## config.mk

```make
export PLATFORM = sky130hd
export DESIGN_NAME = swrap_mul
export DESIGN_NICKNAME = d
export VERILOG_FILES = /design/src/hdl/swrap_pkg.sv /design/src/hdl/swrap_mul.sv
export SDC_FILE = /design/constraint.sdc
export NUM_CORES = 2
export LEC_CHECK = 0
export BUFFER_PORTS_ARGS = -buffer_cell sky130_fd_sc_hd__clkbuf_2
export CAP_MARGIN = 10
export CORE_MARGIN = 2
export CORE_UTILIZATION = 30
export DETAILED_ROUTE_END_ITERATION = 6
export GPL_TIMING_DRIVEN = 0
export SYNTH_ARGS = -nofsm -noshare
export SYNTH_HDL_FRONTEND = slang
export SYNTH_SLANG_ARGS = --single-unit
```

## constraint.sdc

```tcl
create_clock -name clk -period 1.8 [get_ports clk]
set_input_delay 0.09 -clock clk [delete_from_list [all_inputs] [get_ports clk]]
set_output_delay 0.09 -clock clk [all_outputs]
set_load 0.02 [all_outputs]
```

## src/hdl/swrap_pkg.sv

```systemverilog
`timescale 1ns / 1ps
// ----------------------------------------------------------------------------
// Supercell wrap package
// Shared widths, codes, stage payload types and helper functions.
// ----------------------------------------------------------------------------
package swrap_pkg;

	localparam int PT_W     = 18;
	localparam int VEC_W    = 16;
	localparam int PROD_W   = PT_W + VEC_W;
	localparam int DPROD_W  = 2 * VEC_W;
	localparam int CROSS_W  = PROD_W + 1;
	localparam int DET_W    = DPROD_W + 1;
	localparam int TEST_W   = CROSS_W + 1;
	localparam int SUM_W    = PT_W + 2;
	localparam int STAT_W   = 2;
	localparam int IN_W     = 2 * PT_W;
	localparam int OUT_W    = 2 * PT_W + STAT_W;
	localparam int IN_DATA_W  = ((IN_W + 7) / 8) * 8;
	localparam int OUT_DATA_W = ((OUT_W + 7) / 8) * 8;
	localparam int CFG_IDX_W  = 2;

	localparam logic signed [PT_W-1:0] PT_MAX = {1'b0, {(PT_W-1){1'b1}}};
	localparam logic signed [PT_W-1:0] PT_MIN = {1'b1, {(PT_W-1){1'b0}}};

	typedef enum logic [STAT_W-1:0] {
		ST_INSIDE  = 2'd0,
		ST_SHIFTED = 2'd1,
		ST_NONE    = 2'd2
	} wrap_status_t;

	typedef enum logic [CFG_IDX_W-1:0] {
		CFG_V0_COL = 2'd0,
		CFG_V0_ROW = 2'd1,
		CFG_V1_COL = 2'd2,
		CFG_V1_ROW = 2'd3
	} cfg_index_t;

	// Shift coefficient; the code doubles as an index 0..2 for -1..1.
	typedef enum logic [1:0] {
		SH_NEG  = 2'd0,
		SH_ZERO = 2'd1,
		SH_POS  = 2'd2
	} shift_t;

	typedef struct packed {
		logic signed [PT_W-1:0] row;
		logic signed [PT_W-1:0] col;
	} point_t;

	typedef struct packed {
		logic signed [VEC_W-1:0] v0_col;
		logic signed [VEC_W-1:0] v0_row;
		logic signed [VEC_W-1:0] v1_col;
		logic signed [VEC_W-1:0] v1_row;
	} vecs_t;

	typedef struct packed {
		point_t                    pt;
		logic signed [PROD_W-1:0]  a_pos;
		logic signed [PROD_W-1:0]  a_neg;
		logic signed [PROD_W-1:0]  b_pos;
		logic signed [PROD_W-1:0]  b_neg;
		logic signed [DPROD_W-1:0] d_pos;
		logic signed [DPROD_W-1:0] d_neg;
	} prod_t;

	typedef struct packed {
		point_t                    pt;
		logic signed [CROSS_W-1:0] a;
		logic signed [CROSS_W-1:0] b;
		logic signed [DET_W-1:0]   d;
	} cross_t;

	typedef struct packed {
		point_t       pt;
		wrap_status_t status;
		shift_t       si;
		shift_t       sj;
	} sel_t;

	typedef struct packed {
		point_t       pt;
		wrap_status_t status;
	} result_t;

	// Half-open range test of one scaled coordinate against the determinant.
	function automatic logic in_cell(logic signed [TEST_W-1:0] x, logic signed [DET_W-1:0] d);
		logic signed [TEST_W-1:0] dx;
		logic                     r;
		dx = TEST_W'(d);
		if (d > 0) begin
			r = (x >= 0) && (x < dx);
		end else if (d < 0) begin
			r = (x <= 0) && (x > dx);
		end else begin
			r = 1'b0;
		end
		return r;
	endfunction

	function automatic logic signed [SUM_W-1:0] shift_term(logic signed [VEC_W-1:0] v,
			shift_t s);
		logic signed [SUM_W-1:0] r;
		case (s)
			SH_NEG:  r = -SUM_W'(v);
			SH_POS:  r = SUM_W'(v);
			default: r = '0;
		endcase
		return r;
	endfunction

	function automatic logic signed [PT_W-1:0] sat_pt(logic signed [SUM_W-1:0] v);
		logic signed [PT_W-1:0] r;
		if (v > SUM_W'(PT_MAX)) begin
			r = PT_MAX;
		end else if (v < SUM_W'(PT_MIN)) begin
			r = PT_MIN;
		end else begin
			r = v[PT_W-1:0];
		end
		return r;
	endfunction

endpackage

```

## src/hdl/swrap_mul.sv

```systemverilog
`timescale 1ns / 1ps
// ----------------------------------------------------------------------------
// Supercell wrap product stage
// Forms the cross-product terms of the point and of the lattice vectors.
// ----------------------------------------------------------------------------
module swrap_mul import swrap_pkg::*; (
	input  logic   clk,
	input  logic   arst_n,
	input  logic   en,
	input  vecs_t  vecs,
	input  logic   in_valid,
	input  point_t in_pt,
	output logic   out_valid,
	output prod_t  out_prod
);

	logic  vld_s1;
	prod_t prod_s1;

	always_ff @(posedge clk or negedge arst_n) begin
		if (!arst_n) begin
			vld_s1 <= 1'b0;
		end else if (en) begin
			vld_s1 <= in_valid;
		end
	end

	always_ff @(posedge clk) begin
		if (en) begin
			prod_s1.pt    <= in_pt;
			prod_s1.a_pos <= in_pt.col * vecs.v1_row;
			prod_s1.a_neg <= in_pt.row * vecs.v1_col;
			prod_s1.b_pos <= in_pt.row * vecs.v0_col;
			prod_s1.b_neg <= in_pt.col * vecs.v0_row;
			prod_s1.d_pos <= vecs.v0_col * vecs.v1_row;
			prod_s1.d_neg <= vecs.v1_col * vecs.v0_row;
		end
	end

	assign out_valid = vld_s1;
	assign out_prod  = prod_s1;

endmodule

```

==> impl_metrics.ini <==
[run_status]
status = complete, but fails checks
failed_checks = setup timing

[global_routing]
grt_pass1_vias = 57400
use_met3_pct = 3.72
use_met1_pct = 26.6
grt_overflow = 0
grt_busiest_layer = met2
track_usage_pct = 21.0
grt_pass1_wl_um = 368000
grt_max_degree = 96
use_met2_pct = 34.8
grt_antenna_before_repair = 32

[worst_setup_path]
worst_ep_arrival_time_ps = 5890
slowest_delay_ps = 570
startpoint_type = primary input
cp_slowest_cell = fa_1
crit_chain = clkbuf_16 > clkbuf_16 > and2_4 > fa_1 > inv_2 > fa_2 > inv_2 > fa_1 > inv_2 > fa_1 > fa_1 > fa_1 > inv_2 > ha_4 > a21o_1 > a21oi_4 > o211ai_1 > o2111a_2 > or2_4 > a221oi_4 > o2111ai_2 > a21oi_4 > xnor2_4
critPathMostFrequentCell = fa_1
path_max_fanout = 4
crit_required_ps = 2200
criticalPathCategory = in -> reg
worstSetupEndpointType = flip-flop

[sta]
fmax_mhz = 182
skew_ps = 0
worst_pin_slew_ps = 673
setup_slack_ps = -3690
slew_viol_final = 0
rsz0062_at_grt = yes
final-hold-violation-count = 0
min_period_ps = 5490
setup_viol = 177
finalCritPeriodShare_pct = 305
relSlewSlack_pct = 55.1

[clock_tree]
clk_pin_slew_ps = 60
htree_levels = 1
clock_path_buffers = 3
cts_tree = yes
root_buffer = clkbuf_16
clk_latency_ps = 690
clock_sinks = 237
cts_buffers = 30

[route]
wirelength_um = 248000
ant_nets = 0
vias = 52700
first_iter_violations = 3346
routedWlPerCell_um = 22.5
first_pass_iters = 5
drc = 0
via_per_inst = 4.77

[synthesis]
syn_nets = 9533
ys_async_sr_fraction_pct = 0.422
synthesis.area_um2 = 70000
syn_inst = 7237
syn-mean-instance-area_um2 = 9.68
synthFlopType = edfxtp_1
synth_edf_count = 236
ys_seq_area_share_pct = 10.2
synth-seq-cells = 237
synth.distinct_cells = 72
synth_warnings = 0

[layout]
utilization_pct = 38.8
nets = 10300
drive_gt1_share_pct = 23.3
syn2layout_area_growth_pct = 28.6

[floorplanning]
fp-row-count = 177
die_area_um2 = 237000
die_h_um = 487
num_io_pins = 341
fp.dieW_um = 487
core_um2 = 232000
start_util_pct = 30.1

[placed_design]
hpwl_um = 198000
place.gp.congestion = 0.949
port_buffers = 334

[min_path]
hp-class = in -> reg

[flow_run]
drv_cap = 0
[synthesized netlist by cell type, types with 11 or more instances]
master	count	share of area, %
a211oi_1	16	0.17
inv_1	1857	10
nor3_1	28	0.20
a21oi_1	132	0.94
o21ai_0	76	0.54
xnor2_1	167	2.1
and3_1	17	0.15
nor2_1	152	0.81
ha_1	508	9.1
fa_1	1684	48
clkbuf_1	311	1.7
o21bai_1	20	0.21
edfxtp_1	236	10
o31ai_1	12	0.13
and2_1	785	7.0
or3_1	11	0.098
nor2b_1	19	0.17
xor2_1	52	0.65
nand2b_1	47	0.42
o21a_1	24	0.26
nand3_1	39	0.28
a21o_1	74	0.79
nand2_1	844	4.5
[state kept, by name, summed over array words and instances, names as in the netlist]
register,flops
out_prod,236
out_valid,1
[cells in the final DEF (no fill, tap or decap), drive strengths merged, types with 25 or more instances in the layout]
| cell | count |
|---|---|
| inv | 1862 |
| fa | 1684 |
| nand2 | 844 |
| and2 | 785 |
| clkbuf | 612 |
| ha | 508 |
| buf | 389 |
| edfxtp | 236 |
| xnor2 | 167 |
| nor2 | 152 |
| a21oi | 137 |
| o21ai | 83 |
| a21o | 76 |
| xor2 | 52 |
| nand2b | 47 |
| dlygate4sd3 | 46 |
| nand3 | 39 |
| nor3 | 28 |
| o21a | 25 |
[timing repair]
action	4_1_cts	5_1_grt
gates resized for setup	853	383
cloned	3	6
setup buffers	181	144
pin swaps	193	272
endpoints found under the setup margin	180	176
hold buffers	46	0
hold endpoints to repair	83	0
[final cells by class]
| cell class | instances | area (um^2) |
|---|---|---|
| antenna | 17 | 42.5 |
| fill | 22700 | 142000 |
| inverter | 1858 | 7020 |
| tap | 3043 | 3810 |
| buffer | 309 | 5510 |
| sequential | 237 | 7110 |
| multi-input combinational | 4828 | 59500 |
| clock inverter | 22 | 300 |
| timing repair buffer | 705 | 6000 |
| clock buffer | 33 | 783 |
[metrics by stage]
| step | hold WS, ps | instance area, um^2 | worst slack (ps) | cells | setup TNS (ps) |
|---|---|---|---|---|---|
| detailed placement | -134 | 79900 | -5880 | 10600 | -713300 |
| global route | 42.3 | 90000 | -3780 | 11000 | -496370 |
| floorplan | -206 | 74400 | -3710 | 7237 | -489330 |
| finish | 105 | 90000 | -3690 | 11100 | -478000 |
| global placement | -136 | 79900 | -5820 | 10600 | -1557430 |
| CTS | 17.4 | 87700 | -3730 | 10900 | -471650 |
[path summary, 6_finish.rpt]
kind                       slack (ps)             startpoint                       to  depth (start not counted)
max                             -3690               vecs[33]   out_prod[31]$_DFFE_PP_                         23
min                               100               in_pt[2]  out_prod[168]$_DFFE_PP_                          4
max reg2reg                      1030  out_valid$_DFFE_PN0P_    out_valid$_DFFE_PN0P_                          1
min reg2reg                       550  out_valid$_DFFE_PN0P_    out_valid$_DFFE_PN0P_                          1
max in group asynchronous        1430                 arst_n    out_valid$_DFFE_PN0P_                          3
min in group asynchronous         260                 arst_n    out_valid$_DFFE_PN0P_                          3
[worst max-delay path, delay by kind of cell]
family / cells / cell delay, ps
adder cells (fa/ha/maj): 7 / 3320
buffers and inverters: 6 / 460
XOR/XNOR: 1 / 120
AO/OA/AOI/OAI: 7 / 1460
AND/OR/NAND/NOR: 2 / 420
[kinds of logic (layout without fill, tap and decap cells)]
kind of cell / after synthesis / after routing / synth area share [%]
and+or+nand+nor: 1974 / 1974 / 14.0
adders and majority gates: 2192 / 2192 / 57.2
DFF: 237 / 237 / 10.2
AOI/OAI and AO/OA: 442 / 442 / 4.25
muxes: 1 / 1 / 0.0161
xor gates and xnor gates: 219 / 219 / 2.74
buffers and inverters: 2172 / 2927 / 11.6
other: 0 / 17 / 0
[per-layer routing]
metal	vias up	wire [um]
met4	22	13900
met1	27600	97400
met3	529	18200
li1	22700	-
met5	-	131
met2	1925	119000
Power is left out: the tool's default activity adds up to more than one toggle a clock period on the data nets, which glitch-free logic cannot reach.
