**config.mk**
```make
export PLATFORM = sky130hd
export DESIGN_NAME = swrap_sel
export DESIGN_NICKNAME = d
export VERILOG_FILES = /design/src/hdl/swrap_pkg.sv /design/src/hdl/swrap_sel.sv
export SDC_FILE = /design/constraint.sdc
export NUM_CORES = 1
export LEC_CHECK = 0
export ABC_CLOCK_PERIOD_IN_PS = 12850
export CORE_UTILIZATION = 62
export CTS_CLUSTER_SIZE = 40
export DETAILED_ROUTE_END_ITERATION = 10
export DONT_BUFFER_PORTS = 1
export PLACE_DENSITY = 0.85
export SYNTH_ARGS = -nofsm -noshare
export SYNTH_HDL_FRONTEND = slang
export SYNTH_SLANG_ARGS = --single-unit
```
**constraint.sdc**
```tcl
create_clock -name clk -period 12.85 [get_ports clk]
set_input_delay 2.57 -clock clk [delete_from_list [all_inputs] [get_ports clk]]
set_output_delay 2.57 -clock clk [all_outputs]
set_load 0.02 [all_outputs]
```
**src/hdl/swrap_pkg.sv**
```systemverilog
`timescale 1ns / 1ps
// ----------------------------------------------------------------------------
// Supercell wrap package
// Shared widths, codes, stage payload types and helper functions.
// ----------------------------------------------------------------------------
package swrap_pkg;

	localparam int PT_W     = 18;
	localparam int VEC_W    = 16;
	localparam int PROD_W   = PT_W + VEC_W;
	localparam int DPROD_W  = 2 * VEC_W;
	localparam int CROSS_W  = PROD_W + 1;
	localparam int DET_W    = DPROD_W + 1;
	localparam int TEST_W   = CROSS_W + 1;
	localparam int SUM_W    = PT_W + 2;
	localparam int STAT_W   = 2;
	localparam int IN_W     = 2 * PT_W;
	localparam int OUT_W    = 2 * PT_W + STAT_W;
	localparam int IN_DATA_W  = ((IN_W + 7) / 8) * 8;
	localparam int OUT_DATA_W = ((OUT_W + 7) / 8) * 8;
	localparam int CFG_IDX_W  = 2;

	localparam logic signed [PT_W-1:0] PT_MAX = {1'b0, {(PT_W-1){1'b1}}};
	localparam logic signed [PT_W-1:0] PT_MIN = {1'b1, {(PT_W-1){1'b0}}};

	typedef enum logic [STAT_W-1:0] {
		ST_INSIDE  = 2'd0,
		ST_SHIFTED = 2'd1,
		ST_NONE    = 2'd2
	} wrap_status_t;

	typedef enum logic [CFG_IDX_W-1:0] {
		CFG_V0_COL = 2'd0,
		CFG_V0_ROW = 2'd1,
		CFG_V1_COL = 2'd2,
		CFG_V1_ROW = 2'd3
	} cfg_index_t;

	// Shift coefficient; the code doubles as an index 0..2 for -1..1.
	typedef enum logic [1:0] {
		SH_NEG  = 2'd0,
		SH_ZERO = 2'd1,
		SH_POS  = 2'd2
	} shift_t;

	typedef struct packed {
		logic signed [PT_W-1:0] row;
		logic signed [PT_W-1:0] col;
	} point_t;

	typedef struct packed {
		logic signed [VEC_W-1:0] v0_col;
		logic signed [VEC_W-1:0] v0_row;
		logic signed [VEC_W-1:0] v1_col;
		logic signed [VEC_W-1:0] v1_row;
	} vecs_t;

	typedef struct packed {
		point_t                    pt;
		logic signed [PROD_W-1:0]  a_pos;
		logic signed [PROD_W-1:0]  a_neg;
		logic signed [PROD_W-1:0]  b_pos;
		logic signed [PROD_W-1:0]  b_neg;
		logic signed [DPROD_W-1:0] d_pos;
		logic signed [DPROD_W-1:0] d_neg;
	} prod_t;

	typedef struct packed {
		point_t                    pt;
		logic signed [CROSS_W-1:0] a;
		logic signed [CROSS_W-1:0] b;
		logic signed [DET_W-1:0]   d;
	} cross_t;

	typedef struct packed {
		point_t       pt;
		wrap_status_t status;
		shift_t       si;
		shift_t       sj;
	} sel_t;

	typedef struct packed {
		point_t       pt;
		wrap_status_t status;
	} result_t;

	// Half-open range test of one scaled coordinate against the determinant.
	function automatic logic in_cell(logic signed [TEST_W-1:0] x, logic signed [DET_W-1:0] d);
		logic signed [TEST_W-1:0] dx;
		logic                     r;
		dx = TEST_W'(d);
		if (d > 0) begin
			r = (x >= 0) && (x < dx);
		end else if (d < 0) begin
			r = (x <= 0) && (x > dx);
		end else begin
			r = 1'b0;
		end
		return r;
	endfunction

	function automatic logic signed [SUM_W-1:0] shift_term(logic signed [VEC_W-1:0] v,
			shift_t s);
		logic signed [SUM_W-1:0] r;
		case (s)
			SH_NEG:  r = -SUM_W'(v);
			SH_POS:  r = SUM_W'(v);
			default: r = '0;
		endcase
		return r;
	endfunction

	function automatic logic signed [PT_W-1:0] sat_pt(logic signed [SUM_W-1:0] v);
		logic signed [PT_W-1:0] r;
		if (v > SUM_W'(PT_MAX)) begin
			r = PT_MAX;
		end else if (v < SUM_W'(PT_MIN)) begin
			r = PT_MIN;
		end else begin
			r = v[PT_W-1:0];
		end
		return r;
	endfunction

endpackage

```
**src/hdl/swrap_sel.sv**
```systemverilog
`timescale 1ns / 1ps
// ----------------------------------------------------------------------------
// Supercell wrap cell test
// Forms the cell coordinates, then picks the first shift that lands inside.
// ----------------------------------------------------------------------------
module swrap_sel import swrap_pkg::*; (
	input  logic   clk,
	input  logic   arst_n,
	input  logic   en,
	input  logic   in_valid,
	input  prod_t  in_prod,
	output logic   out_valid,
	output sel_t   out_sel
);

	logic   vld_s2;
	cross_t cross_s2;
	logic   vld_s3;
	sel_t   sel_s3;

	logic [2:0] in_a;
	logic [2:0] in_b;
	logic       found;
	sel_t       sel_d;

	always_ff @(posedge clk or negedge arst_n) begin
		if (!arst_n) begin
			vld_s2 <= 1'b0;
			vld_s3 <= 1'b0;
		end else if (en) begin
			vld_s2 <= in_valid;
			vld_s3 <= vld_s2;
		end
	end

	always_ff @(posedge clk) begin
		if (en) begin
			cross_s2.pt <= in_prod.pt;
			cross_s2.a  <= CROSS_W'(in_prod.a_pos) - CROSS_W'(in_prod.a_neg);
			cross_s2.b  <= CROSS_W'(in_prod.b_pos) - CROSS_W'(in_prod.b_neg);
			cross_s2.d  <= DET_W'(in_prod.d_pos) - DET_W'(in_prod.d_neg);
			sel_s3      <= sel_d;
		end
	end

	// A shift by i*v0 + j*v1 moves the cell coordinates by i*D and j*D.
	always_comb begin
		in_a[0] = in_cell(TEST_W'(cross_s2.a) - TEST_W'(cross_s2.d), cross_s2.d);
		in_a[1] = in_cell(TEST_W'(cross_s2.a), cross_s2.d);
		in_a[2] = in_cell(TEST_W'(cross_s2.a) + TEST_W'(cross_s2.d), cross_s2.d);
		in_b[0] = in_cell(TEST_W'(cross_s2.b) - TEST_W'(cross_s2.d), cross_s2.d);
		in_b[1] = in_cell(TEST_W'(cross_s2.b), cross_s2.d);
		in_b[2] = in_cell(TEST_W'(cross_s2.b) + TEST_W'(cross_s2.d), cross_s2.d);
	end

	always_comb begin
		found        = 1'b0;
		sel_d.pt     = cross_s2.pt;
		sel_d.status = ST_NONE;
		sel_d.si     = SH_ZERO;
		sel_d.sj     = SH_ZERO;
		if (in_a[1] && in_b[1]) begin
			sel_d.status = ST_INSIDE;
		end else begin
			for (int i = 0; i < 3; i++) begin
				for (int j = 0; j < 3; j++) begin
					if (!found && in_a[i] && in_b[j]) begin
						found        = 1'b1;
						sel_d.status = ST_SHIFTED;
						sel_d.si     = shift_t'(2'(i));
						sel_d.sj     = shift_t'(2'(j));
					end
				end
			end
		end
	end

	assign out_valid = vld_s3;
	assign out_sel   = sel_s3;

endmodule

```
==> results of run 1 <==
kinds of logic after synthesis:
logic type / after synthesis
DFF: 183
adders and majority gates: 389
buffers and inverters: 320
and+or+nand+nor: 828
muxes: 24
AOI/OAI and AO/OA: 826
xor gates and xnor gates: 166
flip-flops by register name, summed over array words and instances, names as in the netlist:
register and count:
cross_s2 139, out_sel 42, out_valid 1, vld_s2 1
where the power goes:
group	leakage (nW)	switching, W	internal, W
logic	8.35	0.00179	0.00107
clock network	0.298	0.000295	0.000266
registers	1.80	0.000127	0.000767
total	10.4	0.00221	0.00210
synthesized netlist by cell type, types with 8 or more instances:
library cell	count	area, µm²
a2111oi_0	14	123
a211o_1	18	158
a211oi_1	44	330
a21boi_0	12	90.1
a21o_1	82	616
a21oi_1	239	1200
a221oi_1	16	140
a311o_1	8	80.1
a31oi_1	25	156
and2_1	20	125
and3_1	35	219
clkbuf_1	55	206
edfxtp_1	181	5440
ha_1	382	4780
inv_1	248	931
mux2_2	8	90.1
mux2i_1	16	160
nand2_1	135	507
nand2b_1	37	231
nand3_1	69	345
nand4_1	49	307
nor2_1	192	721
nor2b_1	42	263
nor3_1	81	405
nor3b_1	10	75.1
nor4_1	57	357
o211ai_1	26	195
o21a_1	34	255
o21ai_0	119	596
o21bai_1	40	300
o311ai_0	16	140
o31a_1	11	96.3
o31ai_1	23	173
o41ai_1	9	78.8
or2_2	29	181
or3_1	26	163
or4_1	14	105
xnor2_1	133	1160
xor2_1	33	289
worst register-to-register path, stage by stage (launching register included):
cell and delay (ps):
edfxtp_1 600, inv_1 260, ha_1 500, nor2b_4 190, a211o_1 340, a211oi_2 270, a211oi_2 180, nor4_1 810
o31ai_1 130, a21oi_1 170, nor2_1 70, xor2_1 340, ha_1 210, nand3_1 110, or3_1 400, or4_1 550
o21ba_2 260, o31a_1 210, mux2i_1 270, nand4b_1 130, or4b_1 540, or4_4 540, o31ai_4 270, nor3_2 110
a311o_1 330
final cells by class:
class | count | share of cell area
clock inverters | 15 | 0.00775
inverters | 253 | 0.0392
well taps | 468 | 0.0242
flip-flops and latches | 183 | 0.227
repair buffers | 6 | 0.00186
multi-input cells | 2233 | 0.682
clock buffers | 17 | 0.0176
diodes | 3 | 0.000310
stage by stage:
step | std cells | hold WS, ps | utilization | total power, W | setup slack (ps)
after floorplan | 2736 | 400 | - | 0.00286 | 6180
after global placement | 3143 | 400 | 0.643 | 0.00358 | 5220
after detailed placement | 3143 | 406 | 0.643 | 0.00363 | 4990
after CTS | 3175 | 424 | 0.659 | 0.00420 | 5010
after global routing | 3177 | 429 | 0.659 | 0.00457 | 4770
final | 3178 | 424 | 0.660 | 0.00431 | 4830
worst paths after layout:
check	start	cells after the start	slack, ps	endpoint
max	cross_s2[2]	24	4830	out_sel[2]
min	cross_s2[104]	0	420	out_sel[7]
max reg2reg	cross_s2[2]	24	4830	out_sel[2]
min reg2reg	cross_s2[104]	0	420	out_sel[7]
max in group asynchronous	arst_n	0	11020	vld_s2
min in group asynchronous	arst_n	0	1760	out_valid
per-layer routing:
layer / GRT usage / vias up / share of wire
met3: 0.0978 / 240 / 0.098
li1: - / 10200 / -
met5: 0 / - / 0.00075
met1: 0.526 / 10500 / 0.40
met2: 0.652 / 1270 / 0.44
met4: 0.232 / 8 / 0.062
==> results by group, run 1 <==
Floorplanning
  – Die area: between 30000 and 40000 µm²
  – Die X: between 150 and 200 µm
  – Io pins: roughly 280
  – Row count: 70
  – Initial Util: 0.633
  – Height of the die: slightly below 200 µm
  – Core Region: 36700 µm²

Worst hold path
  – Hold Path Class: reg -> reg

Cells and area
  – Commonest non-fill, non-tap cells in the layout: ha_1, inv_1, a21oi_1
  – Area growth from synthesis to layout: 4.22%
  – Register area: between 5000 and 6000 µm²
  – Fillers: about 3000
  – Post-route cell area: between 20000 and 25000 µm²
  – Area of the multi-input gates: 16500 µm²
  – Most common cell after layout, fill and taps aside: ha_1
  – Ratio of cells with drive above 1 in the final layout: 0.0377
  – Nets@finish: approximately 3300

CTS
  – Clock transition at the registers of the reported paths: approximately 90 ps
  – Clk_lat worst skew: ~500 ps
  – Number of clock sinks: between 150 and 200
  – Post-CTS Setup Bufs: 0
  – Cts bufs inserted: 17
  – Buffer depth of the longest clock path: 2
  – Post-CTS resize count: 0
  – Clk root buf: clkbuf_16
  – # hold bufs at CTS: 0
  – CTS tree: built
  – H-tree level count: 4

Setup path
  – Crit end category: flop
  – Critical Path Source Type: flop
  – Crit-path cells: inv_1, ha_1, nor2b_4, a211o_1, a211oi_2, a211oi_2, nor4_1, o31ai_1, a21oi_1, nor2_1, xor2_1, ha_1, nand3_1, or3_1, or4_1, o21ba_2, o31a_1, mux2i_1, nand4b_1, or4b_1, or4_4, o31ai_4, nor3_2, a311o_1
  – Largest stage delay, worst path: 800 ps
  – CP Data Required Time: approximately 13000 ps
  – CP arrival: between 8000 and 9000 ps
  – CP top delay family: simple AND/OR/NAND/NOR gates
  – Crit-path max FO: 10
  – Kind of critical path: reg -> reg
  – Crit-path slowest cell: nor4_1
  – Critical path buffers and inverters: 1

Placement
  – Placed Instance Area: between 20000 and 25000 µm²
  – I/O Buffers: 0
  – Placer Congestion: between 1 and 1.5
  – Final HPWL DP: approximately 66 mm

Global route
  – Grt total ovfl: 0
  – Vias in the first global route: between 20000 and 25000
  – Total GRT Usage: 0.415
  – First-pass GRT wire length: 121 mm
  – Initial antenna violation count: 7
  – Largest net degree at the start of global routing: approximately 180

Timing
  – FMAX: around 120 MHz
  – Unrepaired setup endpoints after global routing: no
  – Final Slew Violations: 0
  – Fin crit period: between 8000 and 9000 ps
  – Setup TNS: 0 ps
  – Final Hold Vio Count: 0
  – Worst Tran Pin Value: about 1300 ps
  – Crit share post-route: 0.624
  – Clock skew: around 18 ps
  – Setup violators final: 0
  – Relative slew slack: 0.102

Logic synthesis
  – FF+latch count, synth: between 150 and 200
  – Synth Area in Adders: 0.212
  – Largest family of logic cells by synthesized area: compound AO/OA/AOI/OAI gates
  – Syn Area/Cell: 8.49 µm²
  – Mux contribution to synthesized area: 0.0108
  – Post-synthesis xor/xnor area fraction: 0.0626
  – Sequential cell area fraction in the yosys report: 0.236
  – Syn Inst Count: approximately 2700
  – Synthesis Warnings: 0
  – Post-synth EDFFs: roughly 180
  – Complex-gate fraction of the synthesized area: 0.241
  – Syn Std Cell Area: 23200 µm²
  – Syn Nets: about 3400
  – Dominant synthesized flop cell: edfxtp_1
  – Async SR Flop Fraction: 0.0109
  – Synth cell types: a little over 90
  – Simple-gate share of the synthesized area: 0.185

Job
  – Max-cap viol count: 0

Drt
  – DR DRC count: 0
  – Final wirelength: ~80 mm
  – Iter 0 DRT Violations: about 2300
  – DR pass1 iterations: 6
  – Vias: between 20000 and 25000
  – ANT nets after route: 0
  – Vias per cell: between 6 and 7
  – Wire per inst: between 20 and 30 µm

Status
  – Outcome: complete, no violations

Pwr
  – Cell Pwr Density: between 150 and 200 nW/µm²
  – Lkg Pwr: around 10 nW
  – Worst VDD drop: 0.000115 V
Note: power is estimated with default switching activity, not from simulation.
==> run 2: changes to the inputs <==
ABC_CLOCK_PERIOD_IN_PS = 7300   (was 12850)
CORE_UTILIZATION = 60   (was 62)
PLACE_DENSITY = 0.86   (was 0.85)
clock period = 7.3 ns   (was 12.85 ns; I/O delays follow)
==> results by group, run 2 (synthesized netlist as in run 1, its figures left out) <==
Cells and area
  – Max FFs per register: 139 (unchanged)
  – Register area: 5490 µm² (unchanged)
  – Fillers: 3160 (+5.0%)
  – Nets@finish: 3417 (+2.8%)
  – Most flops, register: cross_s2
  – Ratio of cells with drive above 1 in the final layout: 0.0782 (+0.0405)
  – Most common cell after layout, fill and taps aside: ha_1
  – Final instance count without filler cells: 3316 (+4.3%)
  – Area growth from synthesis to layout: 8.10%
  – Area of the multi-input gates: 16600 µm² (+0.70%)
  – Commonest non-fill, non-tap cells in the layout: ha_1, inv_1, a21oi_1

Placement
  – DP Worst Slack: -122 ps (-5110 ps)
  – Placer Congestion: 1.07 (-5.6%)
  – Final HPWL DP: 68.8 mm (+4.9%)
  – I/O Buffers: 0 (unchanged)
  – Dpl cells: 3272 (+4.1%)

CTS
  – Clk_lat worst skew: 510 ps (about the same)
  – Buffer depth of the longest clock path: 2 (unchanged)
  – # hold bufs at CTS: 0 (unchanged)
  – Number of clock sinks: 183 (unchanged)
  – Clk root buf: clkbuf_16
  – H-tree level count: 4 (unchanged)
  – Clock transition at the registers of the reported paths: 100 ps (about the same)
  – CTS tree: built
  – Cts bufs inserted: 17 (unchanged)

Timing
  – Relative slew slack: 0.172 (+0.0699)
  – Final Hold Vio Count: 0 (unchanged)
  – Setup violators final: 0 (unchanged)
  – Final Slew Violations: 0 (unchanged)
  – Final worst setup slack: 187 ps (-4640 ps)
  – FMAX: 141 MHz (+13%)
  – Fin crit period: 7110 ps (-911 ps)
  – Worst Tran Pin Value: 1230 ps (-82.3 ps)
  – Setup TNS: 0 ps (unchanged)
  – Crit share post-route: 0.974 (+0.350)
  – Clock skew: 27.3 ps (+9.47 ps)

Status
  – Outcome: complete, no violations

Global route
  – Largest net degree at the start of global routing: 184 (unchanged)
  – Initial antenna violation count: 8 (+1)
  – Total GRT Usage: 0.420 (+0.00457)
  – Met1 usage: 0.520 (-0.00573)
  – Most Crowded Layer GR: met2
  – First-pass GRT wire length: 123 mm (+2.1%)
  – Grt total ovfl: 0 (unchanged)
  – M3 GR Usage: 0.113 (+0.0150)
  – Met2 usage in global routing: 0.648 (-0.00449)
  – Vias in the first global route: 21600 (-0.51%)

Floorplanning
  – Initial Util: 0.614 (-0.0192)
  – Die area: 39500 µm² (+3.3%)
  – Row count: 71 (+1.4%)
  – Core Region: 37800 µm² (+3.1%)
  – Height of the die: 199 µm (+1.6%)
  – Die X: 199 µm (+1.6%)
  – Io pins: 283 (unchanged)

Drt
  – Vias: 22700 (+2.0%)
  – Iter 0 DRT Violations: 2542 (+11%)
  – Vias per cell: 6.84 (-2.2%)
  – DR pass1 iterations: 5 (-1)
  – DR DRC count: 0 (unchanged)
  – ANT nets after route: 0 (unchanged)
  – Wire per inst: 25.3 µm (+0.52%)
  – Final wirelength: 83.9 mm (+4.9%)

Setup path
  – Critical Path Source Type: flop
  – CP arrival: 7350 ps (-930 ps)
  – CP top delay family: simple AND/OR/NAND/NOR gates
  – Crit end category: flop
  – Kind of critical path: reg -> reg
  – CP Data Required Time: 7530 ps (-5580 ps)
  – Critical path buffers and inverters: 2 (+1)
  – Crit-path max FO: 14 (+4)
  – Crit-path slowest cell: or4_1
  – Largest stage delay, worst path: 470 ps (-330 ps)

Pwr
  – Worst VDD drop: 0.000326 V (+180%)
  – Cell Pwr Density: 311 nW/µm² (+75%)
  – Lkg Pwr: 10.9 nW (+4.4%)

Job
  – Max-cap viol count: 0 (unchanged)

Worst hold path
  – Hold Path Class: reg -> reg
[run 2: cell types whose count changed in the layout (fill, tap and decap cells not counted), moves of 4 or more]
| cell | change |
|---|---|
| ha_1 | -7 |
| inv_1 | -4 |
| buf_4 | +94 |
| ha_2 | +7 |
[run 2: final timing paths]
path,from,cells after the start,end,slack (ps)
setup reg to reg,cross_s2[14],25,out_sel[2],190
hold reg to reg,cross_s2[108],0,out_sel[11],410
max in group asynchronous,arst_n,0,vld_s2,6590
hold / removal,cross_s2[108],0,out_sel[11],410
min in group asynchronous,arst_n,0,out_valid,650
setup / recovery,cross_s2[14],25,out_sel[2],190
[run 2: repair_timing]
action	in CTS	in global routing
gates resized for setup	2	25
endpoints found under the hold margin	0	0
endpoints found under the setup margin	3	6
buffers inserted	0	8
pin swaps	0	4
[run 2: metal layers]
metal,vias to the layer above,part of all wire
li1,10400,-
met1,10700,0.39
met2,1355,0.43
met3,281,0.11
met4,8,0.066
met5,-,0.00066
[run 2: final cells by class]
type                       instances  share of cell area
timing repair buffer             100              0.0299
tap                              511              0.0255
inverter                         253              0.0380
clock inverter                    15             0.00822
clock buffer                      17              0.0169
sequential                       183               0.218
multi-input combinational       2233               0.663
antenna                            4            0.000399
[run 2: worst reg2reg max path, cell delays in order, from the launching register on]
cell and delay (ps):
edfxtp_1 460, inv_2 190, ha_2 400, or2_2 380
or3_1 380, o41ai_1 350, a21o_1 170, o21ai_0 200
a21oi_1 210, o21a_1 130, o21bai_1 60, a22o_1 240
ha_1 340, nand2_1 100, nor2_1 170, nand4_1 250
a221oi_2 410, a211oi_1 140, mux2i_1 170, or3_1 380
or4_1 410, or4_1 470, nor4_1 220, buf_4 180
o21ai_0 70, a311o_1 380
[run 2: through the flow]
stage | utilization | hold WS [ps] | power [W] | area, µm²
2_1_floorplan | - | 400 | 0.00503 | 23200
6_report | 0.663 | 411 | 0.00781 | 25100
5_1_grt | 0.663 | 422 | 0.00830 | 25100
4_1_cts | 0.659 | 412 | 0.00759 | 24900
3_3_place_gp | 0.642 | 401 | 0.00643 | 24300
3_5_place_dp | 0.642 | 405 | 0.00653 | 24300
[run 2: where the power goes]
group | internal [W] | switching, W
registers | 0.00135 | 0.000202
logic | 0.00204 | 0.00319
clock network | 0.000525 | 0.000509
total | 0.00391 | 0.00390
