`src/hdl/swrap_pkg.sv`:
```
`timescale 1ns / 1ps
// ----------------------------------------------------------------------------
// Supercell wrap package
// Shared widths, codes, stage payload types and helper functions.
// ----------------------------------------------------------------------------
package swrap_pkg;

	localparam int PT_W     = 18;
	localparam int VEC_W    = 16;
	localparam int PROD_W   = PT_W + VEC_W;
	localparam int DPROD_W  = 2 * VEC_W;
	localparam int CROSS_W  = PROD_W + 1;
	localparam int DET_W    = DPROD_W + 1;
	localparam int TEST_W   = CROSS_W + 1;
	localparam int SUM_W    = PT_W + 2;
	localparam int STAT_W   = 2;
	localparam int IN_W     = 2 * PT_W;
	localparam int OUT_W    = 2 * PT_W + STAT_W;
	localparam int IN_DATA_W  = ((IN_W + 7) / 8) * 8;
	localparam int OUT_DATA_W = ((OUT_W + 7) / 8) * 8;
	localparam int CFG_IDX_W  = 2;

	localparam logic signed [PT_W-1:0] PT_MAX = {1'b0, {(PT_W-1){1'b1}}};
	localparam logic signed [PT_W-1:0] PT_MIN = {1'b1, {(PT_W-1){1'b0}}};

	typedef enum logic [STAT_W-1:0] {
		ST_INSIDE  = 2'd0,
		ST_SHIFTED = 2'd1,
		ST_NONE    = 2'd2
	} wrap_status_t;

	typedef enum logic [CFG_IDX_W-1:0] {
		CFG_V0_COL = 2'd0,
		CFG_V0_ROW = 2'd1,
		CFG_V1_COL = 2'd2,
		CFG_V1_ROW = 2'd3
	} cfg_index_t;

	// Shift coefficient; the code doubles as an index 0..2 for -1..1.
	typedef enum logic [1:0] {
		SH_NEG  = 2'd0,
		SH_ZERO = 2'd1,
		SH_POS  = 2'd2
	} shift_t;

	typedef struct packed {
		logic signed [PT_W-1:0] row;
		logic signed [PT_W-1:0] col;
	} point_t;

	typedef struct packed {
		logic signed [VEC_W-1:0] v0_col;
		logic signed [VEC_W-1:0] v0_row;
		logic signed [VEC_W-1:0] v1_col;
		logic signed [VEC_W-1:0] v1_row;
	} vecs_t;

	typedef struct packed {
		point_t                    pt;
		logic signed [PROD_W-1:0]  a_pos;
		logic signed [PROD_W-1:0]  a_neg;
		logic signed [PROD_W-1:0]  b_pos;
		logic signed [PROD_W-1:0]  b_neg;
		logic signed [DPROD_W-1:0] d_pos;
		logic signed [DPROD_W-1:0] d_neg;
	} prod_t;

	typedef struct packed {
		point_t                    pt;
		logic signed [CROSS_W-1:0] a;
		logic signed [CROSS_W-1:0] b;
		logic signed [DET_W-1:0]   d;
	} cross_t;

	typedef struct packed {
		point_t       pt;
		wrap_status_t status;
		shift_t       si;
		shift_t       sj;
	} sel_t;

	typedef struct packed {
		point_t       pt;
		wrap_status_t status;
	} result_t;

	// Half-open range test of one scaled coordinate against the determinant.
	function automatic logic in_cell(logic signed [TEST_W-1:0] x, logic signed [DET_W-1:0] d);
		logic signed [TEST_W-1:0] dx;
		logic                     r;
		dx = TEST_W'(d);
		if (d > 0) begin
			r = (x >= 0) && (x < dx);
		end else if (d < 0) begin
			r = (x <= 0) && (x > dx);
		end else begin
			r = 1'b0;
		end
		return r;
	endfunction

	function automatic logic signed [SUM_W-1:0] shift_term(logic signed [VEC_W-1:0] v,
			shift_t s);
		logic signed [SUM_W-1:0] r;
		case (s)
			SH_NEG:  r = -SUM_W'(v);
			SH_POS:  r = SUM_W'(v);
			default: r = '0;
		endcase
		return r;
	endfunction

	function automatic logic signed [PT_W-1:0] sat_pt(logic signed [SUM_W-1:0] v);
		logic signed [PT_W-1:0] r;
		if (v > SUM_W'(PT_MAX)) begin
			r = PT_MAX;
		end else if (v < SUM_W'(PT_MIN)) begin
			r = PT_MIN;
		end else begin
			r = v[PT_W-1:0];
		end
		return r;
	endfunction

endpackage

```
`src/hdl/swrap_skid.sv`:
```
`timescale 1ns / 1ps
// ----------------------------------------------------------------------------
// Supercell wrap input skid buffer
// Holds one word so that the input ready is a register output.
// ----------------------------------------------------------------------------
module swrap_skid import swrap_pkg::*; (
	input  logic   clk,
	input  logic   arst_n,
	input  logic   in_valid,
	output logic   in_ready,
	input  point_t in_pt,
	input  logic   en,
	output logic   out_valid,
	output point_t out_pt
);

	logic   skid_vld_q;
	point_t skid_pt_q;

	assign in_ready  = ~skid_vld_q;
	assign out_valid = skid_vld_q | in_valid;
	assign out_pt    = skid_vld_q ? skid_pt_q : in_pt;

	always_ff @(posedge clk or negedge arst_n) begin
		if (!arst_n) begin
			skid_vld_q <= 1'b0;
		end else if (en) begin
			skid_vld_q <= 1'b0;
		end else if (in_valid && !skid_vld_q) begin
			skid_vld_q <= 1'b1;
		end
	end

	always_ff @(posedge clk) begin
		if (!en && in_valid && !skid_vld_q) begin
			skid_pt_q <= in_pt;
		end
	end

endmodule

```
`config.mk`:
```
export PLATFORM = sky130hd
export DESIGN_NAME = swrap_skid
export DESIGN_NICKNAME = d
export VERILOG_FILES = /design/src/hdl/swrap_pkg.sv /design/src/hdl/swrap_skid.sv
export SDC_FILE = /design/constraint.sdc
export NUM_CORES = 1
export LEC_CHECK = 0
export ABC_AREA = 1
export BUFFER_PORTS_ARGS = -buffer_cell sky130_fd_sc_hd__clkbuf_2
export CAP_MARGIN = 40
export CORE_MARGIN = 10
export CORE_UTILIZATION = 49
export CTS_CLUSTER_DIAMETER = 100
export CTS_CLUSTER_SIZE = 40
export DETAILED_ROUTE_END_ITERATION = 16
export PLACE_DENSITY = 0.84
export SLEW_MARGIN = 20
export SYNTH_ARGS = -nofsm -noshare
export SYNTH_HDL_FRONTEND = slang
export SYNTH_SLANG_ARGS = --single-unit
```
`constraint.sdc`:
```
create_clock -name clk -period 4.1 [get_ports clk]
set_clock_uncertainty 0.15 [all_clocks]
set_input_delay 0 -clock clk [delete_from_list [all_inputs] [get_ports clk]]
set_output_delay 0 -clock clk [all_outputs]
set_load 0.05 [all_outputs]
```
==> summary.md, run 1 <==
| Metric | Value |
|---|---|
| Critical Path Source Type | flop |
| Gate power share | 29.3% |
| Mapped cell area | 1630 sq um |
| Setup_tns | 0 ns |
| Synthesized area per cell | 10.2 sq um |
| Worst skew pair latency | 0.34 ns |
| Initial core utilization | 52.4% |
| RSZ-0062 raised after global routing | no |
| Maximum vdd ir drop | 0.355 mV |
| CTS root buffer | clkbuf_4 |
| CP Max Fanout | 37 |
| Post-route ant nets | 0 |
| First-pass GRT wire length | 8770 microns |
| Core area | 3100 sq um |
| Post-synth top area cell | edfxtp_1 |
| Total Wirelength | 5370 microns |
| Antenna Cells | 0 |
| Syn-to-layout area delta | 54.6% |
| Layout cells sized above 1 | 32.1% |
| Worst slew pin tran | 0.607 ns |
| Yosys reg bits | 37 |
| Sequential power share | 47.2% |
| GRT busiest layer | met2 |
| DRT iter0 DRCs | 128 |
| Kind of critical path | reg2out |
| NetSw | 320 uW |
| Final period utilization | 53.0% |
| Top cell type's share of synthesized area | 66.5% |
| Slew headroom | 59.5% |
| Total Routing Usage GR | 18.1% |
| Ports | 78 |
| CP endpoint kind | primary output |
| DIE AREA | 6020 sq um |
| Vias | 1550 |
| Die span in y | 77.6 microns |
| Clk sinks | 37 |
| Slew Limit Fails | 0 |
| # port buffers | 77 |
| GRT met3 Usage | 9.10% |
| Int Power | 610 uW |
| Clock-pin slew on the worst setup and hold paths | 0.12 ns |
| Sequential area share after synthesis | 68.1% |
| Pre-CTS WS | 2.21 ns |
| Post-synth EDFFs | 36 |
| CTS tree | done |
| Vias in the first global route | 1723 |
| Final Hold Vio Count | 0 |
| Total CTS buffers | 5 |
| Post-CTS Setup Inserts | 0 |
| Post-synth ARST share | 2.70% |
| Clock share of power | 23.5% |
| LEAKAGE | 0.00123 uW |
| Post-synth top cells | nand2_1 (109), edfxtp_1 (36), buf_6 (3), buf_8 (3), nor2_1 (3) |
| Layout Cells excl Fill | 324 |
| Critical path required time | 3.95 ns |
| Setup violators final | 0 |
| Switching Share | 34.4% |
| Post-synth top flop | edfxtp_1 |
| Synth area leaders | edfxtp_1 (67%), nand2_1 (25%), buf_8 (2.8%) |
| CTS max path bufs | 2 |
| Ys Warns | 0 |
| # DRC | 0 |
| Setup WS post-layout | 1.93 ns |
| Worst hold path type | in2reg |
| Highest Clock Rate | 460 MHz |
| Placed Instances | 275 |
| Count of different cell masters after synthesis | 10 |
| Synth Instances | 159 |
| Pin count of the biggest net entering global routing | 38 |
| Top-count cell post-synth | nand2_1 |
| Final total power | 930 uW |
| Wire per inst | 16.6 microns |
| H-tree depth | 2 |
| Nets | 319 |
| Data arrival, critical path | 2.02 ns |
| Met1 usage | 19.6% |
| Met2 Use GR | 30.0% |
| Rows | 20 |
| Total gr overflow | 0 |
| Die width | 77.6 microns |
| PwrDens | 370 nW/um^2 |
| Max cap viols | 0 |
| Status | finished clean |
| HPWL Detailed | 3140 microns |
| RePlAce Congestion | 0.690 |
| Syn Nets | 199 |
| DRT Pass-1 Iters | 4 |
| Post-DR vias/cell | 4.78 |
| Hold slack | 0.231 ns |
| Initial antenna violation count | 0 |
| Post-layout minimum cycle time | 2.17 ns |
-- metal layers --
metal	part of all wire, %	routed length (microns)	vias to the layer above
met5	0	0	-
met4	1.9	100	0
met3	11	576	10
met2	50	2660	85
met1	38	2030	707
li1	-	-	748
-- path summary, 6_finish.rpt --
check                                                to  cells after the start  slack [ns]                    from
worst max-delay path                          out_pt[5]                      5        1.93  skid_vld_q$_DFFE_PN0P_
min in group asynchronous        skid_vld_q$_DFFE_PN0P_                      3        0.32                  arst_n
worst max register to register  skid_pt_q[24]$_DFFE_PP_                      4        2.15  skid_vld_q$_DFFE_PN0P_
worst min-delay path             skid_pt_q[9]$_DFFE_PP_                      2        0.23                in_pt[9]
worst min register to register   skid_pt_q[0]$_DFFE_PP_                      3        1.11  skid_vld_q$_DFFE_PN0P_
max in group asynchronous        skid_vld_q$_DFFE_PN0P_                      3        3.37                  arst_n
-- worst max-delay path, stage by stage (launching register included) --
cell and delay (ns):
dfrtp_1 0.62, inv_2 0.15, buf_4 0.35, nand2_1 0.15, nand2_1 0.11, clkbuf_2 0.29
-- state kept, by name (all words and copies together) (netlist names) --
name	count
skid_vld_q	1
skid_pt_q	36
-- repair_timing --
item,4_1_cts,5_1_grt
endpoints found under the hold margin,52,0
hold buffers,41,0
gates resized for setup,0,0
-- power by group through the flow --
stage               combinational, uW  clock [uW]  sequential, uW
finish                            272         218             439
global route                      289         243             441
CTS                               266         213             439
detailed placement                234           0             447
global placement                  224           0             450
floorplan                         175           0             444
-- per-stage QoR --
stage / utilization, % / cell area, sq um
2_1_floorplan: - / 1630
3_3_place_gp: 64.1 / 1990
3_5_place_dp: 65.5 / 2030
4_1_cts: 81.0 / 2510
5_1_grt: 81.0 / 2510
6_report: 81.0 / 2510
-- cell families (layout without fill, tap and decap cells) --
logic type / count (synthesis) / count (layout) / synth area share (%)
flip-flops: 37 / 37 / 68.1
buffers and inverters: 10 / 131 / 6.08
AND/OR/NAND/NOR: 112 / 112 / 25.9
-- cell type report --
type,count,area (sq um)
tap,44,55.1
clock inverter,1,5.00
sequential,37,1110
multi-input combinational,112,428
fill,166,591
clock buffer,7,65.1
timing repair buffer,121,846
inverter,2,7.51
-- placed cells by master, fill, tap and decap left out --
| cell type | synthesis | routed |
|---|---|---|
| buf_16 | 0 | 1 |
| buf_4 | 1 | 1 |
| buf_8 | 3 | 1 |
| clkbuf_2 | 0 | 77 |
| clkbuf_4 | 0 | 5 |
| clkbuf_8 | 0 | 2 |
| clkinv_2 | 0 | 1 |
| dfrtp_1 | 1 | 1 |
| dlygate4sd3_1 | 0 | 41 |
| edfxtp_1 | 36 | 36 |
| inv_1 | 1 | 1 |
| inv_2 | 1 | 1 |
| nand2_1 | 109 | 109 |
| nor2_1 | 3 | 2 |
| nor2_4 | 0 | 1 |
(Power assumes the default switching activity.)
==> inputs of run 2 (changes only) <==
--- a/config.mk
+++ b/config.mk
@@ -9,11 +9,11 @@
 export BUFFER_PORTS_ARGS = -buffer_cell sky130_fd_sc_hd__clkbuf_2
 export CAP_MARGIN = 40
 export CORE_MARGIN = 10
-export CORE_UTILIZATION = 49
+export CORE_UTILIZATION = 45
 export CTS_CLUSTER_DIAMETER = 100
 export CTS_CLUSTER_SIZE = 40
 export DETAILED_ROUTE_END_ITERATION = 16
-export PLACE_DENSITY = 0.84
+export PLACE_DENSITY = 0.78
 export SLEW_MARGIN = 20
 export SYNTH_ARGS = -nofsm -noshare
 export SYNTH_HDL_FRONTEND = slang
==> constraint.sdc (replaced) <==
create_clock -name clk -period 2.15 [get_ports clk]
set_clock_uncertainty 0.15 [all_clocks]
set_input_delay 0 -clock clk [delete_from_list [all_inputs] [get_ports clk]]
set_output_delay 0 -clock clk [all_outputs]
set_load 0.05 [all_outputs]
==> summary.md, run 2 (synthesis gave the netlist of run 1 again) <==
| Metric | Value |
|---|---|
| CTS root buffer | clkbuf_4 |
| Total gr overflow | 0 |
| Post-CTS Setup Inserts | 0 |
| Kind of critical path | reg2out |
| Slew headroom | 76.2% |
| Maximum vdd ir drop | 0.480 mV |
| Most common cell after layout, fill and taps aside | nand2_1 |
| First-pass GRT wire length | 7420 microns |
| PostCTS Resize Cnt | 0 |
| Data arrival, critical path | 1.59 ns |
| Worst skew pair latency | 0.33 ns |
| Worst slew pin tran | 0.358 ns |
| Initial core utilization | 47.6% |
| H-tree depth | 2 |
| Crit-path most repeated cell | nand2_1 |
| Setup_tns | 0 ns |
| DRT Pass-1 Iters | 4 |
| Critical path required time | 2.00 ns |
| Crit-path leading delay family | buffers and inverters |
| Largest registers | skid_pt_q x36, skid_vld_q x1 |
| Placed Instances | 277 |
| LEAKAGE | 0.00122 uW |
| Wire per inst | 14.0 microns |
| Nets | 319 |
| # DRC | 0 |
| Vias | 1450 |
| CP Max Fanout | 37 |
| CP endpoint kind | primary output |
| Layout cells sized above 1 | 31.4% |
| Initial antenna violation count | 0 |
| Final period utilization | 80.8% |
| Hold buffers post-CTS | 41 |
| Crit path largest cell delay | 0.40 ns |
| Most frequent cells in the layout | nand2_1 (109), clkbuf_2 (77), dlygate4sd3_1 (41), edfxtp_1 (36), clkbuf_4 (5) |
| Largest register by flop count | skid_pt_q |
| CTS tree | done |
| Critical Path Source Type | flop |
| # port buffers | 77 |
| Ports | 78 |
| HPWL Detailed | 2910 microns |
| Max cap viols | 0 |
| Syn-to-layout area delta | 53.1% |
| Die span in y | 80.1 microns |
| Vias in the first global route | 1556 |
| CTS max path bufs | 2 |
| Rows | 21 |
| RSZ-0062 raised after global routing | no |
| Worst hold path type | in2reg |
| Post-route ant nets | 0 |
| Status | finished clean |
| Total CTS buffers | 5 |
| Clock-pin slew on the worst setup and hold paths | 0.10 ns |
| Critical path buffer and inverter count | 3 |
| Post-layout minimum cycle time | 1.74 ns |
| Pin count of the biggest net entering global routing | 38 |
| CP Cell Sequence | inv_2 > buf_4 > nand2_1 > nand2_1 > clkbuf_2 |
| DRT iter0 DRCs | 45 |
| Total Routing Usage GR | 14.5% |
| Final Hold Vio Count | 0 |
| Core area | 3420 sq um |
| Die width | 80.1 microns |
| RePlAce Congestion | 0.723 |
| Antenna Cells | 0 |
| Slew Limit Fails | 0 |
| Slowest stage cell on the critical path | dfrtp_1 |
| Post-DR vias/cell | 4.45 |
| Setup violators final | 0 |
| Clk sinks | 37 |
| Layout Cells excl Fill | 326 |
| Highest Clock Rate | 575 MHz |
| Max reg flops | 36 |
| PwrDens | 686 nW/um^2 |
| DIE AREA | 6420 sq um |
| Total Wirelength | 4570 microns |
==> run 2: changes by cell type in the layout (fill, tap and decap cells not counted) <==
| cell | before | now |
|---|---|---|
| clkbuf_1 | 0 | 2 |
| buf_12 | 0 | 1 |
| buf_16 | 1 | 0 |
| buf_4 | 1 | 2 |
| buf_8 | 1 | 0 |
| clkbuf_8 | 2 | 1 |
| clkinv_2 | 1 | 0 |
==> run 2: routing by layer <==
metal	up-vias	track usage [%]	wire length, microns
met2	55	27.1	2370
met1	640	14.1	1720
li1	746	-	-
met3	9	5.35	394
met4	0	5.63	85
met5	-	0	0
==> run 2: power by group <==
part / switching (uW) / internal (uW) / leakage, uW
registers: 6.87 / 823 / 0.000346
clock network: 209 / 161 / 0.0000326
logic: 360 / 147 / 0.000842
==> run 2: layout make-up <==
| class | instances | area (sq um) |
|---|---|---|
| clock buffers | 8 | 58.8 |
| fillers | 243 | 927 |
| inverters | 2 | 7.51 |
| multi-input cells | 112 | 428 |
| flip-flops and latches | 37 | 1110 |
| well taps | 46 | 57.6 |
| repair buffers | 121 | 831 |
==> run 2: stage by stage <==
| stage | area [sq um] | total power (uW) | worst slack, ns | hold WS (ns) | util, % |
|---|---|---|---|---|---|
| after global placement | 2020 | 1290 | 0.737 | -0.374 | 59.1 |
| after CTS | 2490 | 1710 | 0.395 | 0.222 | 72.9 |
| after floorplan | 1630 | 1180 | 0.0530 | -0.446 | - |
| final | 2490 | 1710 | 0.412 | 0.242 | 72.9 |
| after detailed placement | 2020 | 1290 | 0.690 | -0.372 | 59.1 |
| after global routing | 2490 | 1780 | 0.285 | 0.245 | 72.9 |
==> run 2: path summary, 6_finish.rpt <==
path,start,end,slack (ns),cells past startpoint
hold / removal,in_pt[23],skid_pt_q[23]$_DFFE_PP_,0.24,2
min in group asynchronous,arst_n,skid_vld_q$_DFFE_PN0P_,0.39,3
setup reg to reg,skid_vld_q$_DFFE_PN0P_,skid_vld_q$_DFFE_PN0P_,0.45,4
setup / recovery,skid_vld_q$_DFFE_PN0P_,out_pt[9],0.41,5
max in group asynchronous,arst_n,skid_vld_q$_DFFE_PN0P_,1.35,3
hold reg to reg,skid_vld_q$_DFFE_PN0P_,skid_pt_q[11]$_DFFE_PP_,0.60,3
==> inputs of run 3 (changes only) <==
--- a/config.mk
+++ b/config.mk
@@ -5,15 +5,15 @@
 export SDC_FILE = /design/constraint.sdc
 export NUM_CORES = 1
 export LEC_CHECK = 0
-export ABC_AREA = 1
+export ABC_AREA = 0
 export BUFFER_PORTS_ARGS = -buffer_cell sky130_fd_sc_hd__clkbuf_2
 export CAP_MARGIN = 40
 export CORE_MARGIN = 10
-export CORE_UTILIZATION = 45
+export CORE_UTILIZATION = 41
 export CTS_CLUSTER_DIAMETER = 100
 export CTS_CLUSTER_SIZE = 40
 export DETAILED_ROUTE_END_ITERATION = 16
-export PLACE_DENSITY = 0.78
+export PLACE_DENSITY = 0.76
 export SLEW_MARGIN = 20
 export SYNTH_ARGS = -nofsm -noshare
 export SYNTH_HDL_FRONTEND = slang
==> constraint.sdc (replaced) <==
create_clock -name clk -period 1.55 [get_ports clk]
set_clock_uncertainty 0.15 [all_clocks]
set_input_delay 0 -clock clk [delete_from_list [all_inputs] [get_ports clk]]
set_output_delay 0 -clock clk [all_outputs]
set_load 0.05 [all_outputs]
==> summary.md, run 3 <==
| Metric | Value |
|---|---|
| # port buffers | 77 |
| Maximum vdd ir drop | 0.663 mV |
| Post-route ant nets | 0 |
| Mapped cell area | 1580 sq um |
| DRT iter0 DRCs | 47 |
| CTS max path bufs | 2 |
| Critical path required time | 1.40 ns |
| Synth Instances | 81 |
| Met1 usage | 16.5% |
| Max reg flops | 36 |
| Crit path largest cell delay | 0.46 ns |
| Crit path launch | skid_vld_q$_DFFE_PN0P_ |
| Post-synthesis xor/xnor area fraction | 0% |
| Die span in y | 82.2 microns |
| Kind of critical path | reg2out |
| Critical Path Source Type | flop |
| Total CTS buffers | 5 |
| Final period utilization | 107% |
| Reg-to-Reg Start | skid_vld_q$_DFFE_PN0P_ |
| Syn-to-layout area delta | 87.6% |
| GRT busiest layer | met2 |
| RSZ-0062 raised after global routing | yes |
| Setup violators final | 44 |
| Worst skew pair latency | 0.28 ns |
| LEAKAGE | 0.00124 uW |
| Yosys reg bits | 37 |
| Synth area leaders | edfxtp_1 (68%), mux2_2 (26%), buf_6 (2.8%) |
| CTS root buffer | clkbuf_8 |
| Post-layout minimum cycle time | 1.66 ns |
| Hold slack | 0.295 ns |
| Worst hold path type | in2reg |
| Syn Nets | 121 |
| Initial core utilization | 42.9% |
| H-tree depth | 2 |
| Post-synth top cells | edfxtp_1 (36), mux2_2 (36), buf_6 (4) |
| Ports | 78 |
| Reg2Reg Depth | 3 |
| Pre-CTS WS | 0.114 ns |
| Final total power | 2700 uW |
| Status | finished with violations |
| Failing checks | negative setup slack |
| Post-synth top area cell | edfxtp_1 |
| Ys Warns | 0 |
| Max cap viols | 0 |
| Total Routing Usage GR | 16.1% |
| Top cell type's share of synthesized area | 68.2% |
| Nets | 249 |
| Slew headroom | 80.9% |
| Data arrival, critical path | 1.51 ns |
| DIE AREA | 6750 sq um |
| Critical path endpoint | out_pt[16] |
| Worst r2r dst | skid_pt_q[31]$_DFFE_PP_ |
| CP Max Fanout | 10 |
| R2R Setup Slk | -0.02 ns |
| Antenna Cells | 0 |
| Clock-pin slew on the worst setup and hold paths | 0.07 ns |
| Total gr overflow | 0 |
| CP endpoint kind | primary output |
| # DRC | 0 |
| Post-synth top flop | edfxtp_1 |
| Slew Limit Fails | 0 |
| Initial antenna violation count | 0 |
| Sequential area share after synthesis | 69.8% |
| Count of different cell masters after synthesis | 8 |
| Rows | 22 |
| GRT met3 Usage | 7.67% |
| CP Cell Sequence | buf_12 > buf_12 > mux2_4 > buf_8 |
| Slowest stage cell on the critical path | dfrtp_2 |
| Main combinational cell family by area after synthesis | multiplexers |
| Post-synth EDFFs | 36 |
| Wire per inst | 20.7 microns |
| Synthesized area per cell | 19.6 sq um |
| Setup WS post-layout | -0.112 ns |
| Adder-cell share of the synthesized area | 0% |
| Post-synth ARST share | 2.70% |
| First-pass GRT wire length | 7930 microns |
| Final Hold Vio Count | 0 |
| Vias in the first global route | 1445 |
| Pin count of the biggest net entering global routing | 14 |
| Largest register by flop count | skid_pt_q |
| Total Wirelength | 5340 microns |
| Met2 Use GR | 27.8% |
| Post-Synth Simple-Gate Area | 0.869% |
| Synth Area in Compound Gates | 0.632% |
| Vias | 1233 |
| Highest Clock Rate | 602 MHz |
| Core area | 3690 sq um |
| PwrDens | 907 nW/um^2 |
| Most frequent cells in the layout | dlygate4sd3_1 (40), clkbuf_2 (40), edfxtp_1 (36), mux2_2 (23), buf_8 (21) |
| Post-DR vias/cell | 4.78 |
| Mux contribution to synthesized area | 25.6% |
| CTS tree | done |
| Largest registers | skid_pt_q x36, skid_vld_q x1 |
| Crit-path most repeated cell | buf_12 |
| Worst slew pin tran | 0.287 ns |
| RePlAce Congestion | 0.733 |
| Die width | 82.2 microns |
| Clk sinks | 37 |
| DRT Pass-1 Iters | 4 |
| Layout cells sized above 1 | 61.9% |
| HPWL Detailed | 2900 microns |
[run 3: cell type report]
| cell class | instances | area [sq um] |
|---|---|---|
| Fill cell | 196 | 717 |
| Sequential cell | 37 | 1110 |
| Timing Repair Buffer | 125 | 1230 |
| Tap cell | 48 | 60.1 |
| Multi-Input combinational cell | 39 | 492 |
| Clock buffer | 8 | 80.1 |
| Inverter | 1 | 3.75 |
[run 3: worst max-delay path, delay by kind of cell (launching register included)]
family,cells,cell delay [ns]
muxes,1,0.31
DFF,1,0.46
buffers and inverters,3,0.44
[run 3: kinds of logic after synthesis]
group / after synthesis
AOI/OAI and AO/OA: 1
DFF: 37
buffers and inverters: 5
and+or+nand+nor: 2
muxes: 36
[run 3: metrics by stage]
stage                     util (%)  std cells  area (sq um)  setup TNS [ns]
after floorplan                  -         81          1600          -20.25
after global placement        56.1        208          2070               0
after detailed placement      56.1        208          2070               0
after CTS                     78.9        260          2910           -2.69
after global routing          80.6        258          2970           -5.29
final                         80.6        258          2970           -2.23
[run 3: worst min path at each step]
stage / endpoint / from / cells past startpoint
detailed placement: skid_vld_q$_DFFE_PN0P_ / arst_n / 1
global placement: skid_vld_q$_DFFE_PN0P_ / arst_n / 1
CTS: skid_pt_q[6]$_DFFE_PP_ / in_pt[6] / 2
floorplan: skid_vld_q$_DFFE_PN0P_ / arst_n / 0
finish: skid_pt_q[10]$_DFFE_PP_ / in_pt[10] / 2
global route: skid_pt_q[17]$_DFFE_PP_ / in_pt[17] / 2
[run 3: where the power goes]
group          total, uW  switching [uW]  internal [uW]
clock                644             325            320
sequential          1160            16.3           1140
combinational        891             476            416
[run 3: timing repair]
item	CTS	global route
hold buffers	40	0
setup buffers	3	0
setup endpoints to repair	37	62
hold endpoints to repair	38	0
pin swaps	0	0
gates resized for setup	73	44
cloned	1	0
[run 3: metal layers]
layer  vias up  share of wire (%)
met5         -                  0
met4         0                2.5
met3        16                8.4
met2        67                 51
met1       577                 39
li1        573                  -
